$ cat src/sip_pkg.sv
// ----------------------------------------------------------------------------
// sip_pkg
// shared types and constants of the segment intersection point unit
// ----------------------------------------------------------------------------
package sip_pkg;

    localparam int OUT_W = 32;
    localparam int QW    = OUT_W + 1;

    // orientation sign codes: {negative, nonzero}
    localparam logic [1:0] SIGN_ZERO = 2'b00;
    localparam logic [1:0] SIGN_POS  = 2'b01;
    localparam logic [1:0] SIGN_NEG  = 2'b11;

    typedef struct packed {
        logic valid;
        logic hit;
        logic neg_x;
        logic neg_y;
    } sip_ctl_t;

endpackage

$ cat src/sip_cell.sv
// ----------------------------------------------------------------------------
// sip_cell
// one restoring division step for both coordinates, registered
// ----------------------------------------------------------------------------
module sip_cell
    import sip_pkg::*;
#(
    parameter int DW = 35,
    parameter int NW = 67
)
(
    input  logic          clk,
    input  logic          rst_n,
    input  logic          en,
    input  sip_ctl_t      ctl_in,
    input  logic [DW-1:0] d_in,
    input  logic [DW-1:0] rx_in,
    input  logic [NW-1:0] nx_in,
    input  logic [QW-1:0] qx_in,
    input  logic          ox_in,
    input  logic [DW-1:0] ry_in,
    input  logic [NW-1:0] ny_in,
    input  logic [QW-1:0] qy_in,
    input  logic          oy_in,
    output sip_ctl_t      ctl_out,
    output logic [DW-1:0] d_out,
    output logic [DW-1:0] rx_out,
    output logic [NW-1:0] nx_out,
    output logic [QW-1:0] qx_out,
    output logic          ox_out,
    output logic [DW-1:0] ry_out,
    output logic [NW-1:0] ny_out,
    output logic [QW-1:0] qy_out,
    output logic          oy_out
);

    sip_ctl_t      ctl_reg;
    logic [DW-1:0] d_reg, rx_reg, ry_reg;
    logic [NW-1:0] nx_reg, ny_reg;
    logic [QW-1:0] qx_reg, qy_reg;
    logic          ox_reg, oy_reg;

    logic [DW:0]   shx, shy;
    logic          gex, gey;

    assign shx = {rx_in, nx_in[NW-1]};
    assign shy = {ry_in, ny_in[NW-1]};
    assign gex = shx >= {1'b0, d_in};
    assign gey = shy >= {1'b0, d_in};

    always_ff @(posedge clk or negedge rst_n)
    begin
        if (!rst_n)
            ctl_reg <= '0;
        else if (en)
            ctl_reg <= ctl_in;
    end

    always_ff @(posedge clk)
    begin
        if (en)
        begin
            d_reg  <= d_in;
            rx_reg <= gex ? DW'(shx - {1'b0, d_in}) : shx[DW-1:0];
            ry_reg <= gey ? DW'(shy - {1'b0, d_in}) : shy[DW-1:0];
            nx_reg <= nx_in << 1;
            ny_reg <= ny_in << 1;
            // quotient bits shifted past the top mark an overflow
            qx_reg <= {qx_in[QW-2:0], gex};
            qy_reg <= {qy_in[QW-2:0], gey};
            ox_reg <= ox_in | qx_in[QW-1];
            oy_reg <= oy_in | qy_in[QW-1];
        end
    end

    assign ctl_out = ctl_reg;
    assign d_out   = d_reg;
    assign rx_out  = rx_reg;
    assign ry_out  = ry_reg;
    assign nx_out  = nx_reg;
    assign ny_out  = ny_reg;
    assign qx_out  = qx_reg;
    assign qy_out  = qy_reg;
    assign ox_out  = ox_reg;
    assign oy_out  = oy_reg;

endmodule

$ cat config.mk
export PLATFORM = sky130hd
export DESIGN_NAME = sip_cell
export DESIGN_NICKNAME = d
export VERILOG_FILES = /design/src/sip_pkg.sv /design/src/sip_cell.sv
export SDC_FILE = /design/constraint.sdc
export NUM_CORES = 1
export LEC_CHECK = 0
export BUFFER_PORTS_ARGS = -buffer_cell sky130_fd_sc_hd__buf_2
export CORE_AREA = 2 2 243 245
export DETAILED_ROUTE_END_ITERATION = 10
export DIE_AREA = 0 0 245 247
export GPL_ROUTABILITY_DRIVEN = 0
export REMOVE_ABC_BUFFERS = 1
export SYNTH_ARGS = -nofsm -noshare
export SYNTH_HDL_FRONTEND = slang
export SYNTH_SLANG_ARGS = --single-unit
$ cat constraint.sdc
create_clock -name clk -period 0.8 [get_ports clk]
set_input_delay 0.2 -clock clk [delete_from_list [all_inputs] [get_ports clk]]
set_output_delay 0.2 -clock clk [all_outputs]
set_load 0.05 [all_outputs]
==> flow_metrics.tcl <==
set metrics [dict create \
    rsz0062_at_grt "yes" \
    layout_worst_path_cycle_share 3.32 \
    synth_common_cells "305 x edfxtp_1, 70 x ha_1, 61 x a21oi_1" \
    synth_cells 1003 \
    vias 13769 \
    failed_checks "negative hold slack, negative setup slack" \
    fin_total_pwr_uw 58300 \
    status "finished, violations left" \
    cts-buffers-inserted 36 \
    synth-compound-area-share 0.101 \
    via_per_inst 4.56 \
    synth_xor_area_frac 0.0336 \
    syn2layout_area_growth_pct 99.5 \
    ys_seq_elements 309 \
    drc 0 \
    seq_area_frac_synth 0.646 \
    nFillCells 4870 \
    hold_path.class "primary input to register" \
    synth_top_area_frac 0.639 \
    cp_num_buf_inv 4 \
    io_pins 625 \
    crit_arrival_ns 2.94 \
    yosys.area_share.adder 0.0639 \
    path_cells "buf_8 > buf_6 > ha_4 > fa_2 > nand2b_4 > a21oi_4 > o41ai_4 > o2111ai_4 > a41oi_2 > or3_4 > and3_4 > clkinv_8 > buf_12 > mux2_4" \
    synthSimpleGateAreaFrac 0.0709 \
    synth.distinct_cells 75 \
    drive_gt1_frac 0.540 \
    worstSkewPairLatency_ns 0.52 \
    synth_top_family_by_area "compound AO/OA/AOI/OAI gates" \
    ctsHoldBuffers 254 \
    synth.area.mux_share 0.0554 \
    nNetsFinal 2600 \
    synth-edff-count 305 \
    hold_violations 1 \
    multi_input_area_um2 5690 \
    p_leak_uw 0.0123 \
    grt_use_total 0.198 \
    powerDensity_nw_per_um2 2040 \
    start_util 0.246 \
    hpwl_um 43600 \
    overflow 0 \
    async_reset_ff_frac 0.0129 \
    cpPeakStageDelay_ns 0.36 \
    period_needed_ns 2.65 \
    drv_slew 0 \
    die_x_um 245 \
    fin_skew_ns 0 \
    cp_top_family "simple AND/OR/NAND/NOR gates" \
    start_kind "primary input" \
    layout_setup_ws_ns -1.85 \
    first_pass_iters 5 \
    ys_warn_count 0 \
    maxSlewHeadroom 0.669 \
    max_freq_mhz 377 \
    syn_avg_cell_area_um2 14.3 \
    synth_ff_type "edfxtp_1" \
    drt_iter0_drc 704 \
    port_buffers 622 \
    yosysTopAreaCell "edfxtp_1" \
    regArea_um2 9260 \
    netlist_area_um2 14300 \
    antenna_found_initial 11 \
    setup-violations-final 385 \
    htree_num_levels 2 \
    worst_slew_pin_slew_ns 0.492 \
    cts_root_buf "clkbuf_16" \
    clk_pin_slew_ns 0.06 \
    core-area_um2 58200 \
    maxCapViolCount 0 \
    cp-end-kind "register" \
    dieHeight_um 247 \
    drt_wl_total_um 63000 \
    cts_tree "done" \
    slowest_stage "fa_2" \
    wl_per_cell_um 20.8 \
    critical_path_class "primary input to register" \
    cts.sinks 309 \
    cts_max_path_buffers 3 \
    peakVddDrop_mv 1.67 \
    synth.area.top_cells "edfxtp_1 64%, ha_1 6.1%, mux2_2 3.6%" \
    grt_pass1_wl_um 89300 \
    place_ws_ns -2.71 \
    dieArea_um2 60500 \
    critical_path.max_fanout 8 \
    grt_pass1_vias 14371 \
    rows 89 \
    grt_max_degree 40 \
    required_ns 1.08 \
    route.antenna.remaining_nets 0 \
    yosysMostFrequentCell "edfxtp_1" \
    fin_hold_ws_ns -0.0274 \
]
## logic make-up (layout without fill, tap and decap cells)
family	after synthesis	in the layout
buf+inv	89	1324
compound gates	214	214
flops	309	309
simple gates	195	195
xor+xnor	55	55
fa+ha+maj	72	72
other cells	1	11
mux	68	68
## area by class of cell
type | count | area share
clock buffers | 46 | 0.0346
repair buffers | 1207 | 0.393
inverters | 54 | 0.00840
flip-flops and latches | 309 | 0.324
well taps | 773 | 0.0338
diodes | 9 | 0.000788
clock inverters | 17 | 0.00617
multi-input cells | 606 | 0.199
## sequential cells by signal (all words and copies together), names as in the netlist
register,count
nx_out,66
oy_out,1
ry_out,35
qy_out,33
rx_out,35
d_out,35
qx_out,33
ny_out,66
ox_out,1
ctl_out,4
## metal layers
metal / up-vias / share of wire / GRT usage
met2: 538 / 0.52 / 0.364
met1: 6789 / 0.36 / 0.209
met3: 161 / 0.060 / 0.0457
met4: 6 / 0.056 / 0.104
met5: - / 0.00059 / 0
li1: 6275 / - / -
## final timing paths
| kind | cells after the start | end | slack, ns | from |
|---|---|---|---|---|
| setup / recovery | 14 | ry_out[2] | -1.85 | d_in[0] |
| hold / removal | 2 | oy_out | -0.03 | qy_in[32] |
| setup reg to reg | 2 | ctl_out[3] | -0.11 | ctl_out[3] |
| hold reg to reg | 1 | ctl_out[0] | 0.58 | ctl_out[0] |
| max in group asynchronous | 2 | ctl_out[0] | 0.65 | rst_n |
| min in group asynchronous | 2 | ctl_out[3] | 0.02 | rst_n |
## what timing repair did
item	4_1_cts	5_1_grt
setup buffers	17	22
cloned	4	1
gates resized for setup	577	126
endpoints found under the setup margin	381	386
pin swaps	22	51
endpoints found under the hold margin	283	10
## cells in the final DEF (no fill, tap or decap), types with 5 or more instances in the layout
cell and n:
edfxtp_1 305, buf_4 303, buf_2 301, dlygate4sd3_1 253, buf_6 234, buf_12 107
mux2_4 59, a21oi_1 50, nand2_1 47, ha_1 40, clkbuf_16 38, xnor2_1 36
nor2_1 33, inv_1 32, a21o_1 27, o21ai_0 27, ha_4 27, nand4_1 25
xor2_1 18, inv_2 12, nand3_1 12, nand2b_1 10, diode_2 9, a21oi_2 9
nor2b_1 9, inv_4 8, o21bai_1 8, o21a_1 8, o211ai_1 8, o21ai_2 6
and3_1 6, a31oi_1 6, o21ai_1 6, clkbuf_1 6, nor2_2 5, clkinv_2 5
## power breakdown
| part | leakage, uW | internal, uW | switching, uW | total, uW |
|---|---|---|---|---|
| combinational | 0.00872 | 9850 | 11000 | 20800 |
| sequential | 0.00303 | 19800 | 1170 | 21000 |
| clock | 0.000569 | 9750 | 6830 | 16600 |
## stage by stage
| stage | setup TNS (ns) | utilization | cells | cell area, um^2 |
|---|---|---|---|---|
| after floorplan | -175.14 | - | 969 | 14100 |
| after global placement | -251.72 | 0.377 | 2660 | 21900 |
| after detailed placement | -255.04 | 0.377 | 2660 | 21900 |
| after CTS | -285.46 | 0.480 | 2996 | 27900 |
| after global routing | -299.12 | 0.491 | 3020 | 28600 |
| final | -280.41 | 0.491 | 3021 | 28600 |
No activity file was read; power rests on OpenSTA's default activity.
